**src/hdl/kwsd_pkg.sv**
```systemverilog
`timescale 1ns / 1ps
// ----------------------------------------------------------------------------
// kwsd_pkg: shared types and functions for the keyed word stream descrambler
// Request and response payloads, register codes, the configuration set and
// the bit-level key functions used by the transform.
// ----------------------------------------------------------------------------
package kwsd_pkg;

   localparam int IndexWidth = 3;
   localparam int DataWidth  = 32;

   localparam logic [IndexWidth-1:0] REG_SEED_ONE     = 3'd0;
   localparam logic [IndexWidth-1:0] REG_SEED_TWO     = 3'd1;
   localparam logic [IndexWidth-1:0] REG_SEED_THREE   = 3'd2;
   localparam logic [IndexWidth-1:0] REG_SIMPLE_MODE  = 3'd3;
   localparam logic [IndexWidth-1:0] REG_WINDOW_START = 3'd4;
   localparam logic [IndexWidth-1:0] REG_WINDOW_END   = 3'd5;

   localparam logic CMD_WORD    = 1'b0;
   localparam logic CMD_RESTART = 1'b1;

   localparam logic [15:0] EVEN_MASK   = 16'h5555;
   localparam logic [15:0] ODD_MASK    = 16'hAAAA;
   localparam logic [15:0] DERIVE_KEEP = 16'h9E79;
   localparam logic [15:0] HOLD_MASK   = 16'h8000;
   localparam logic [15:0] SHIFT_MASK  = 16'h3FFF;
   localparam logic [32:0] POS_MAX     = 33'h0_FFFF_FFFF;

   typedef struct packed {
      logic        command;
      logic [15:0] scrambled_word;
   } req_type;

   typedef struct packed {
      logic [7:0] plain_byte;
      logic       run_last;
      logic       stream_last;
   } rsp_type;

   typedef struct packed {
      logic [15:0] seed_one;
      logic [15:0] seed_two;
      logic [15:0] seed_three;
      logic        simple_mode;
      logic [31:0] window_start;
      logic [31:0] window_end;
   } cfg_type;

   // Result of one step: how many bytes the word yields and the plain word
   typedef struct packed {
      logic [1:0]  byte_count;
      logic [15:0] word;
   } step_type;

   function automatic logic [15:0] pair_mix(input logic [15:0] w, input logic [15:0] k);
      logic [15:0] sw;
      logic [15:0] odd;
      logic [15:0] sel;
      sw  = ((w & EVEN_MASK) << 1) | ((w >> 1) & EVEN_MASK);
      odd = k & ODD_MASK;
      sel = odd | (odd >> 1);
      return ((sw & sel) | (w & ~sel)) ^ (k & EVEN_MASK);
   endfunction

   // Exchange bits 13/14, 7/8 and 1/2
   function automatic logic [15:0] exchange_key_bits(input logic [15:0] v);
      logic [15:0] r;
      r     = v & DERIVE_KEEP;
      r[14] = v[13];
      r[13] = v[14];
      r[8]  = v[7];
      r[7]  = v[8];
      r[2]  = v[1];
      r[1]  = v[2];
      return r;
   endfunction

   function automatic logic [15:0] spread_key(input logic [7:0] b);
      logic [15:0] r;
      r[14] = b[0];  r[1] = b[0];
      r[12] = b[1];  r[3] = b[1];
      r[10] = b[2];  r[5] = b[2];
      r[8]  = b[3];  r[7] = b[3];
      r[9]  = b[4];  r[6] = b[4];
      r[11] = b[5];  r[4] = b[5];
      r[13] = b[6];  r[2] = b[6];
      r[15] = b[7];  r[0] = b[7];
      return r;
   endfunction

endpackage

```
**src/hdl/kwsd_csr.sv**
```systemverilog
`timescale 1ns / 1ps
// ----------------------------------------------------------------------------
// kwsd_csr: configuration register file
// Holds seeds, mode and window bounds; writes to unknown indexes are dropped.
// ----------------------------------------------------------------------------
module kwsd_csr
   import kwsd_pkg::*;
(
   input  logic                  clock,
   input  logic                  reset,
   input  logic                  csr_valid,
   output logic                  csr_ready,
   input  logic [IndexWidth-1:0] csr_index,
   input  logic [DataWidth-1:0]  csr_data,
   output cfg_type               cfg
);

   cfg_type cfg_ff;
   cfg_type cfg_in;

   assign csr_ready = 1'b1;
   assign cfg       = cfg_ff;

   always_comb begin
      cfg_in = cfg_ff;
      if (csr_valid) begin
         unique case (csr_index)
            REG_SEED_ONE:     cfg_in.seed_one     = csr_data[15:0];
            REG_SEED_TWO:     cfg_in.seed_two     = csr_data[15:0];
            REG_SEED_THREE:   cfg_in.seed_three   = csr_data[15:0];
            REG_SIMPLE_MODE:  cfg_in.simple_mode  = csr_data[0];
            REG_WINDOW_START: cfg_in.window_start = csr_data;
            REG_WINDOW_END:   cfg_in.window_end   = csr_data;
            default:          cfg_in = cfg_ff;
         endcase
      end
   end

   always_ff @(posedge clock) begin
      if (reset) begin
         cfg_ff <= '0;
      end else begin
         cfg_ff <= cfg_in;
      end
   end

endmodule

```
**src/hdl/kwsd_key_step.sv**
```systemverilog
`timescale 1ns / 1ps
// ----------------------------------------------------------------------------
// kwsd_key_step: key state and word transform
// Descrambles one request per step; words in window advance keys and position.
// ----------------------------------------------------------------------------
module kwsd_key_step
   import kwsd_pkg::*;
(
   input  logic     clock,
   input  logic     reset,
   input  cfg_type  cfg,
   input  logic     step_en,
   input  req_type  item,
   output step_type step
);

   logic [15:0] key_one_ff, key_one_in;
   logic [15:0] key_two_ff, key_two_in;
   logic [7:0]  key_three_ff, key_three_in;
   logic [31:0] position_ff, position_in;

   logic        in_window;
   logic [32:0] next_pos;
   logic        last_word;
   logic [15:0] plain;

   assign in_window = position_ff < cfg.window_end;
   assign next_pos  = {1'b0, position_ff} + 33'd2;
   assign last_word = next_pos >= {1'b0, cfg.window_end};

   always_comb begin
      if (cfg.simple_mode) begin
         plain = pair_mix(item.scrambled_word, key_one_ff);
      end else begin
         plain = pair_mix(item.scrambled_word, exchange_key_bits(key_one_ff ^ key_two_ff))
               ^ spread_key(key_three_ff);
      end
   end

   always_comb begin
      key_one_in   = key_one_ff;
      key_two_in   = key_two_ff;
      key_three_in = key_three_ff;
      position_in  = position_ff;
      step.word       = plain;
      step.byte_count = 2'd0;
      if (step_en) begin
         if (item.command == CMD_RESTART) begin
            key_one_in   = cfg.seed_one;
            key_two_in   = cfg.seed_two;
            key_three_in = cfg.seed_three[7:0];
            position_in  = cfg.window_start;
         end else if (in_window) begin
            step.byte_count = last_word ? 2'd1 : 2'd2;
            position_in     = (next_pos > POS_MAX) ? POS_MAX[31:0] : next_pos[31:0];
            if (cfg.simple_mode) begin
               key_one_in = {key_one_ff[14:0], key_one_ff[15]};
            end else begin
               if (key_one_ff[14] ^ key_one_ff[15]) begin
                  key_two_in = {key_two_ff[14:0], key_two_ff[15]};
               end
               // Hold bit 15, rotate bits 14..0
               key_one_in   = (key_one_ff & HOLD_MASK) | ((key_one_ff & SHIFT_MASK) << 1)
                            | {15'd0, key_one_ff[14]};
               key_three_in = key_three_ff + 8'd1;
            end
         end
      end
   end

   always_ff @(posedge clock) begin
      if (reset) begin
         key_one_ff   <= '0;
         key_two_ff   <= '0;
         key_three_ff <= '0;
         position_ff  <= '0;
      end else begin
         key_one_ff   <= key_one_in;
         key_two_ff   <= key_two_in;
         key_three_ff <= key_three_in;
         position_ff  <= position_in;
      end
   end

endmodule

```
**src/hdl/kwsd_rsp_buf.sv**
```systemverilog
`timescale 1ns / 1ps
// ----------------------------------------------------------------------------
// kwsd_rsp_buf: two-entry response buffer
// Holds the high and low byte of one word and hands them out in order.
// ----------------------------------------------------------------------------
module kwsd_rsp_buf
   import kwsd_pkg::*;
(
   input  logic     clock,
   input  logic     reset,
   input  logic     load,
   input  step_type step,
   output logic     free,
   output logic     rsp_valid,
   input  logic     rsp_stall,
   output rsp_type  rsp_data
);

   rsp_type    head_ff, head_in;
   rsp_type    tail_ff, tail_in;
   logic [1:0] count_ff, count_in;
   logic       rsp_fire;
   logic       last_only;

   assign rsp_valid = count_ff != 2'd0;
   assign rsp_data  = head_ff;
   assign rsp_fire  = rsp_valid && !rsp_stall;
   assign free      = (count_ff == 2'd0) || ((count_ff == 2'd1) && rsp_fire);
   assign last_only = step.byte_count == 2'd1;

   always_comb begin
      head_in  = head_ff;
      tail_in  = tail_ff;
      count_in = count_ff;
      if (load) begin
         head_in  = '{plain_byte: step.word[15:8], run_last: last_only, stream_last: last_only};
         tail_in  = '{plain_byte: step.word[7:0], run_last: 1'b1, stream_last: 1'b0};
         count_in = step.byte_count;
      end else if (rsp_fire) begin
         // advance to the low byte
         head_in  = tail_ff;
         count_in = count_ff - 2'd1;
      end
   end

   always_ff @(posedge clock) begin
      if (reset) begin
         count_ff <= '0;
      end else begin
         count_ff <= count_in;
      end
   end

   always_ff @(posedge clock) begin
      head_ff <= head_in;
      tail_ff <= tail_in;
   end

endmodule

```
**src/hdl/keyed_word_stream_descrambler_core.sv**
```systemverilog
`timescale 1ns / 1ps
// ----------------------------------------------------------------------------
// keyed_word_stream_descrambler_core: keyed word stream descrambler
// Turns scrambled 16-bit words into descrambled bytes, high byte first.
// ----------------------------------------------------------------------------
// Usage:
//   csr_*  : register writes (seeds, mode, window); csr_ready is always high.
//            Write only while the block is idle. Seeds and window start take
//            effect on the next restart; mode and window end are read per word.
//   req_*  : one request per word, or a restart command (no output).
//   rsp_*  : descrambled bytes; run_last marks the final byte of a word,
//            stream_last the final byte of the window.
// Flow: a request is held in the input register and transformed into the
//   response buffer once the buffer is free; the buffer drives rsp_* from
//   its registered head byte.
// Throughput: a two-byte word holds the buffer until both bytes are taken on the
//   byte-wide response port; restarts and words past the window end retire
//   at one per cycle while the buffer is free.
// Reset: clears configuration, keys, position and valid state; the window is empty.
// Stall: a stalled response holds; the input register fills and then
//   req_stall rises until the buffer frees.
// ----------------------------------------------------------------------------
module keyed_word_stream_descrambler_core
   import kwsd_pkg::*;
(
   input  logic                  clock,
   input  logic                  reset,
   input  logic                  req_valid,
   output logic                  req_stall,
   input  req_type               req_data,
   output logic                  rsp_valid,
   input  logic                  rsp_stall,
   output rsp_type               rsp_data,
   input  logic                  csr_valid,
   output logic                  csr_ready,
   input  logic [IndexWidth-1:0] csr_index,
   input  logic [DataWidth-1:0]  csr_data
);

   cfg_type  cfg;
   step_type step;
   req_type  item_ff;
   logic     item_valid_ff, item_valid_in;
   logic     buf_free;
   logic     advance;
   logic     req_fire;

   assign advance   = item_valid_ff && buf_free;
   assign req_stall = item_valid_ff && !buf_free;
   assign req_fire  = req_valid && !req_stall;

   kwsd_csr u_csr (
      .clock     (clock),
      .reset     (reset),
      .csr_valid (csr_valid),
      .csr_ready (csr_ready),
      .csr_index (csr_index),
      .csr_data  (csr_data),
      .cfg       (cfg)
   );

   kwsd_key_step u_step (
      .clock   (clock),
      .reset   (reset),
      .cfg     (cfg),
      .step_en (advance),
      .item    (item_ff),
      .step    (step)
   );

   kwsd_rsp_buf u_buf (
      .clock     (clock),
      .reset     (reset),
      .load      (advance),
      .step      (step),
      .free      (buf_free),
      .rsp_valid (rsp_valid),
      .rsp_stall (rsp_stall),
      .rsp_data  (rsp_data)
   );

   always_comb begin
      item_valid_in = item_valid_ff;
      if (req_fire) begin
         item_valid_in = 1'b1;
      end else if (advance) begin
         item_valid_in = 1'b0;
      end
   end

   always_ff @(posedge clock) begin
      if (reset) begin
         item_valid_ff <= 1'b0;
      end else begin
         item_valid_ff <= item_valid_in;
      end
   end

   always_ff @(posedge clock) begin
      if (req_fire) begin
         item_ff <= req_data;
      end
   end

`ifndef NO_ASSERTIONS
   // a high byte that is not the last of its word is always followed by the low byte
   assert property (@(posedge clock) disable iff (reset)
      rsp_valid && !rsp_stall && !rsp_data.run_last |=> rsp_valid)
      else $error("low byte missing after high byte");

   assert property (@(posedge clock) disable iff (reset)
      rsp_valid && rsp_data.stream_last |-> rsp_data.run_last)
      else $error("stream_last without run_last");

   assert property (@(posedge clock) disable iff (reset)
      req_stall |-> item_valid_ff && rsp_valid)
      else $error("stall with empty input register or empty buffer");
`endif

endmodule
```
**config.mk**
```make
export PLATFORM = sky130hd
export DESIGN_NAME = keyed_word_stream_descrambler_core
export DESIGN_NICKNAME = d
export VERILOG_FILES = /design/src/hdl/kwsd_pkg.sv /design/src/hdl/kwsd_csr.sv /design/src/hdl/kwsd_key_step.sv /design/src/hdl/kwsd_rsp_buf.sv /design/src/hdl/keyed_word_stream_descrambler_core.sv
export SDC_FILE = /design/constraint.sdc
export NUM_CORES = 1
export LEC_CHECK = 0
export ABC_AREA = 1
export BUFFER_PORTS_ARGS = -buffer_cell sky130_fd_sc_hd__buf_2
export CAP_MARGIN = 20
export CORE_MARGIN = 1.5
export CORE_UTILIZATION = 31
export DETAILED_ROUTE_END_ITERATION = 8
export SLEW_MARGIN = 0
export SYNTH_ARGS = -nofsm -noshare
export SYNTH_HDL_FRONTEND = slang
export SYNTH_SLANG_ARGS = --single-unit
```
**constraint.sdc**
```tcl
create_clock -name clock -period 2.8 [get_ports clock]
set_clock_uncertainty 0.2 [all_clocks]
set_input_delay 0.14 -clock clock [delete_from_list [all_inputs] [get_ports clock]]
set_output_delay 0.14 -clock clock [all_outputs]
set_load 0.01 [all_outputs]
```
## After elaboration in Yosys (flattened, before gate mapping)

Index checks and enable logic that the tools add are counted.

- Input bits: 57
- Flip-flop bits (word level): 215
- Memories kept: 0
- Bits in latches: 0
- RAM bits: 0
- Bits in read-only memories: 0

- Multiply operators: 0
- Muxes and demuxes: 24
- $add $sub $neg: 3
- Reduce and logical (&&, ||, !) cells: 25
- Order comparisons: 3
- Divide/modulo/power cells: 0
- Bitwise logic cells: 18
- Eq/ne operators: 8
- Shift operators: 0

Operator list:

| operator | number |
|---|---|
| 16-bit two-way mux | 8 |
| 32-bit two-way mux | 3 |
| 16-bit bitwise AND | 4 |
| 16-bit by 15-bit bitwise OR with 16-bit output | 4 |
| 32-bit by 2-bit adder with 33-bit output (second input constant) | 1 |
| 33-bit by 32-bit greater-or-equal comparator with 1-bit output | 1 |
| 33-bit by 32-bit greater-than comparator with 1-bit output (second input constant) | 1 |
| 32-bit less-than comparator | 1 |
| 16-bit inverter | 2 |
| 16-bit bitwise OR | 2 |
| 16-bit by 15-bit XOR with 16-bit output | 2 |
| 16-bit XOR | 2 |
| 8-bit two-way mux | 3 |
| 10-bit two-way mux | 2 |
| 16-bit by 1-bit bitwise OR with 16-bit output | 1 |
| 2-bit AND reduction | 7 |
| 2-bit two-way mux | 6 |
| 2-bit nonzero test | 5 |
| 8-bit by 1-bit adder with 8-bit output (second input constant) | 1 |
| 3-bit by 2-bit == test with 1-bit output (second input constant) | 2 |
| 3-bit == test (second input constant) | 2 |
| 1-bit logical AND | 5 |
| 2-bit by 1-bit == test with 1-bit output (second input constant) | 2 |
| 4-bit AND reduction | 1 |
| 10 further kinds | 13 |

## Logic depth before layout (Yosys ltp)

- Word-level depth: 9
- Gate-level depth with buffers: 19
- Gate-level depth less buffers: 19

## Modules after synthesis

Synthesis repeated with hierarchy kept, for this count alone.

- Cells, all modules: 2010
- Area total of the unflattened synthesis: 13410.4 um^2

By module, submodules not included:

| module | cells an instance | area an instance (um^2) | seq. area each (um^2) | times used |
|---|---|---|---|---|
| kwsd_key_step | 1248 | 7479.7 | 1441.4 | 1 |
| kwsd_csr | 664 | 4550.6 | 2262.2 | 1 |
| kwsd_rsp_buf | 72 | 813.3 | 580.6 | 1 |
| keyed_word_stream_descrambler_core | 26 | 566.8 | 530.5 | 1 |

## Least setup slack after synthesis

No wires, ideal clock.

- Path kind: register -> register
- Start: reg u_step.position_ff[2]
- End: reg u_buf.head_ff, in the netlist u_buf.rsp_data[1], data pin
- Path buffers: 0
- Stages on the path, launching flop included: 17
- Required time: 2324 ps
- Arrival time: 2362 ps
- Setup time: 276 ps
- Path slack: -38 ps
- Cell sequence: dfxtp_1 ha_1 nand3_2 nor2_4 nand3_1 xor2_1 inv_1 ha_1 nand2_1 nor2_1 a211oi_1 nand3_1 nand2_1 and2_1 nand3_1 nand2_1 nand2_1

- Longest elaborated chain between the ends: 8

RTL lines:

| what | line | source |
|---|---|---|
| start, declared | kwsd_key_step.sv:20 | `logic [31:0] position_ff, position_in;` |
| start signal, assigned | kwsd_key_step.sv:81 | `position_ff <= position_in;` |
| 32-bit by 2-bit adder with 33-bit output | kwsd_key_step.sv:28 | `assign next_pos = {1'b0, position_ff} + 33'd2;` |
| 33-bit by 32-bit greater-or-equal comparator with 1-bit output | kwsd_key_step.sv:29 | `assign last_word = next_pos >= {1'b0, cfg.window_end};` |
| 2-bit two-way mux | kwsd_key_step.sv:54 | `step.byte_count = last_word ? 2'd1 : 2'd2;` |
| 2-bit two-way mux (*) | kwsd_key_step.sv:53 | `end else if (in_window) begin` |
| 2-bit two-way mux (*) | kwsd_key_step.sv:48 | `if (item.command == CMD_RESTART) begin` |
| 2-bit two-way mux (*) | kwsd_key_step.sv:47 | `if (step_en) begin` |
| 2-bit by 1-bit == test with 1-bit output (*) | kwsd_rsp_buf.sv:29 | `assign last_only = step.byte_count == 2'd1;` |
| 10-bit two-way mux (*) | kwsd_rsp_buf.sv:35 | `if (load) begin` |
| end signal, assigned | kwsd_rsp_buf.sv:55 | `head_ff <= head_in;` |
| end, declared | kwsd_rsp_buf.sv:19 | `rsp_type head_ff, head_in;` |

Every way passes the cells marked *; elsewhere a longest branch is shown, timed or not.
A chain may end at the register's enable or synchronous reset.

## Final worst setup path

- Start: reg u_step.position_ff[1]
- End: reg u_step.position_ff[9]

- Longest elaborated chain between the ends: 5

RTL lines:

| what | line | source |
|---|---|---|
| 32-bit by 2-bit adder with 33-bit output | kwsd_key_step.sv:28 |  |
| 33-bit by 32-bit greater-than comparator with 1-bit output | kwsd_key_step.sv:55 | `position_in = (next_pos > POS_MAX) ? POS_MAX[31:0] : next_pos[31:0];` |
| 32-bit two-way mux | kwsd_key_step.sv:55 |  |
| 32-bit two-way mux | kwsd_key_step.sv:53 |  |
| 32-bit two-way mux | kwsd_key_step.sv:48 |  |

Parallel ways exist; a longest one is shown, timed or not. The select of a mux whose other input is x is not followed.

==> flow_summary_export.csv <==
group,metric,value,unit
run_status,status,"complete, but fails checks",
run_status,failed_checks,"negative setup slack",
global_route,antenna_found_initial,0,
global_route,grt_use_total,19.0,%
setup_path,path_common_cell,"nand3_4",
yosys,syn_area,12500,um2
finish,regArea,4710,um2
floorplanning,start_util,31.4,%
placed_design,placed_area,14800,um2
finish,fin_nets,2178,
clocking,numCtsBuffers,25,
floorplanning,die_width,204,um
route,first_iter_violations,641,
yosys,synth_seq_area_share,37.2,%
setup_path,max_stage_delay,0.39,ns
route,dr.pass1.iters,5,
pwr,pwr_density_cell,848,nW/um2
yosys,yosys_register_bits,215,
global_route,grt_start_max_net_pins,89,
setup_path,worst_ep_required_time,3.09,ns
global_route,grt_pass1_wl,63.0,mm
setup_path,cp_num_buf_inv,5,
global_route,grt_pass1_vias,12300,
clocking,clk_pin_slew,0.07,ns
finish,final_common_cell,"nand2_1",
sta,slew_viol_final,0,
pwr,p_leak,7.66,nW
placed_design,dp_cells,2465,
floorplanning,dieArea,41600,um2
yosys,yosysTopAreaCell,"dfxtp_1",
floorplanning,core-area,39800,um2
sta,final-hold-violation-count,0,
clocking,clockRootBuffer,"clkbuf_16",
setup_path,critPathLaunchType,"flip-flop",
setup_path,worstPathCellList,"ha_4 -> nand2_4 -> nor2_4 -> buf_6 -> nand3_4 -> buf_4 -> buf_6 -> buf_4 -> xor2_4 -> nor2_4 -> nand3_4 -> nor3_4 -> nand3_4 -> buf_12 -> nand3_2 -> nand2_2 -> a21oi_2",
setup_path,critPathKind,"reg -> reg",
sta,final.min_clock_period,2.88,ns
finish,multi_input_area,7780,um2
worst_hold_path,hold_class,"in -> reg",
setup_path,cp_max_fo,8,
yosys,synth_cells,1751,
placed_design,port_buffers,68,
finish,syn_to_final_growth,41.8,%
finish,n_antenna_cell,0,
flow_run,maxCapViolations,0,
setup_path,r2r_start,"u_step.position_ff[1]",
yosys,yosys_warnings,0,
pwr,max-vdd-ir-drop,0.000492,V
yosys,synth.top_cell.area_share,28.8,%
yosys,syn_nets,1876,
finish,stdcell_count,2596,
yosys,synth.distinct_cells,41,
sta,holdWs,0.0808,ns
setup_path,cp-startpoint,"u_step.position_ff[1]",
floorplanning,die_y,204,um
route,wl_per_cell,15.5,um
floorplanning,row_count,73,
pwr,power,15.1,mW
route,route.final.wire_length,40.1,mm
route,vias_per_cell,4.80,
sta,grt_setup_unrepaired,"true",
setup_path,critPathSlowestCell,"dfxtp_4",
clocking,htree_levels,1,
finish,layout_common_cells,"nand2_1 (248), o21ai_0 (220), nor2_1 (210)",
setup_path,critPathArrivalTime,3.16,ns
placed_design,place.gp.congestion,0.983,
finish,fin_area,17800,um2
route,drc,0,
yosys,synth.top_cells.by_area,"dfxtp_1 (29%), o21ai_0 (9.2%), nand2_1 (8.8%)",
setup_path,cp-end-kind,"flip-flop",
placed_design,dp_hpwl,28.9,mm
clocking,clkSinkCount,215,
route,ant_nets,0,
clocking,cts_buffer_depth,3,
finish,drive_gt1_share,31.4,%
clocking,cts_tree,"done",
sta,slew_headroom,48.9,%
sta,setup_violations,34,
sta,fin_crit_sh,103,%
global_route,grt.overflow.total,0,
route,vias,12500,
clocking,clk_latency,0.57,ns
sta,max_freq,348,MHz
worst_hold_path,worstHoldStart,"req_data[12]",
sta,setup_slack,-0.0765,ns
yosys,avgSynthCellArea,7.15,um2
setup_path,crit_family,"simple AND/OR/NAND/NOR gates",
sta,worstMarginPinSlew,0.765,ns
finish,n_fill_cell,3956,
floorplanning,io_pins,70,
-- cell type report --
cell class	instances	share of cell area (%)
clock buffer	33	4.16
clock inverter	12	0.923
multi-input combinational	1251	43.8
timing repair buffer	351	16.4
inverter	209	4.44
tap	525	3.70
sequential	215	26.5
-- registers in the layout, indices dropped and copies added (netlist names) --
name and count:
u_buf.count_ff 2, u_buf.rsp_data 10, u_step.key_two_ff 16, u_step.key_one_ff 16
u_step.key_three_ff 8, item_ff 17, item_valid_ff 1, u_csr.cfg 105
u_step.position_ff 32, u_buf.tail_ff 8
-- synthesized netlist by cell type, drive strengths merged --
library cell	number
nand2	333
nor2	260
o21ai	231
inv	206
dfxtp	180
a21oi	158
nand3	80
ha	68
clkbuf	56
edfxtp	35
xor2	27
buf	20
xnor2	18
a211oi	16
nand4	16
nor3	9
a31oi	8
or2	8
a21o	3
clkinv	3
o21bai	3
nor4	2
o21a	2
o221ai	2
o22ai	2
a22o	1
a22oi	1
and2	1
conb	1
nand3b	1
-- power breakdown --
part | switching (mW) | internal [mW] | leakage (nW) | total, mW
Clock | 1.43 | 2.15 | 0.440 | 3.58
Sequential | 0.504 | 3.82 | 1.81 | 4.32
Combinational | 3.91 | 3.23 | 5.41 | 7.14
-- through the flow --
step	setup WS [ns]	setup TNS (ns)	util (%)
6_report	-0.0765	-0.986	44.6
4_1_cts	-0.0160	-0.0471	42.9
2_1_floorplan	0.0340	0	-
3_3_place_gp	-0.335	-7.78	37.2
3_5_place_dp	-0.344	-7.65	37.2
5_1_grt	-0.214	-4.28	44.6
-- kinds of logic after synthesis --
group,count (synthesis),synth area share (%)
adder cells (fa/ha/maj),68,6.80
XOR/XNOR,45,3.27
AO/OA/AOI/OAI,427,18.6
flip-flops,215,37.2
buffers and inverters,285,8.87
AND/OR/NAND/NOR,710,25.2
other,1,0.0300
-- metal layers --
layer	global-route usage, %	part of all wire, %	up-vias
met5	0	0	-
met4	7.51	4.4	0
met3	2.73	4.1	96
met2	33.7	49	257
met1	23.1	43	5784
li1	-	-	6315
-- worst paths after layout --
| check | endpoint | slack (ns) | cells past startpoint |
|---|---|---|---|
| max | u_step.position_ff[9] | -0.08 | 17 |
| min | item_ff[12] | 0.08 | 2 |
| max reg2reg | u_step.position_ff[9] | -0.08 | 17 |
| min reg2reg | u_csr.cfg[32] | 0.25 | 2 |
-- timing repair --
item / CTS / global route
gates cloned: 3 / 3
endpoints found under the hold margin: 141 / 0
pin swaps: 50 / 58
hold buffers: 62 / 0
setup endpoints to repair: 69 / 47
gates resized for setup: 134 / 145
buffers inserted: 14 / 6
(Power assumes the default switching activity.)
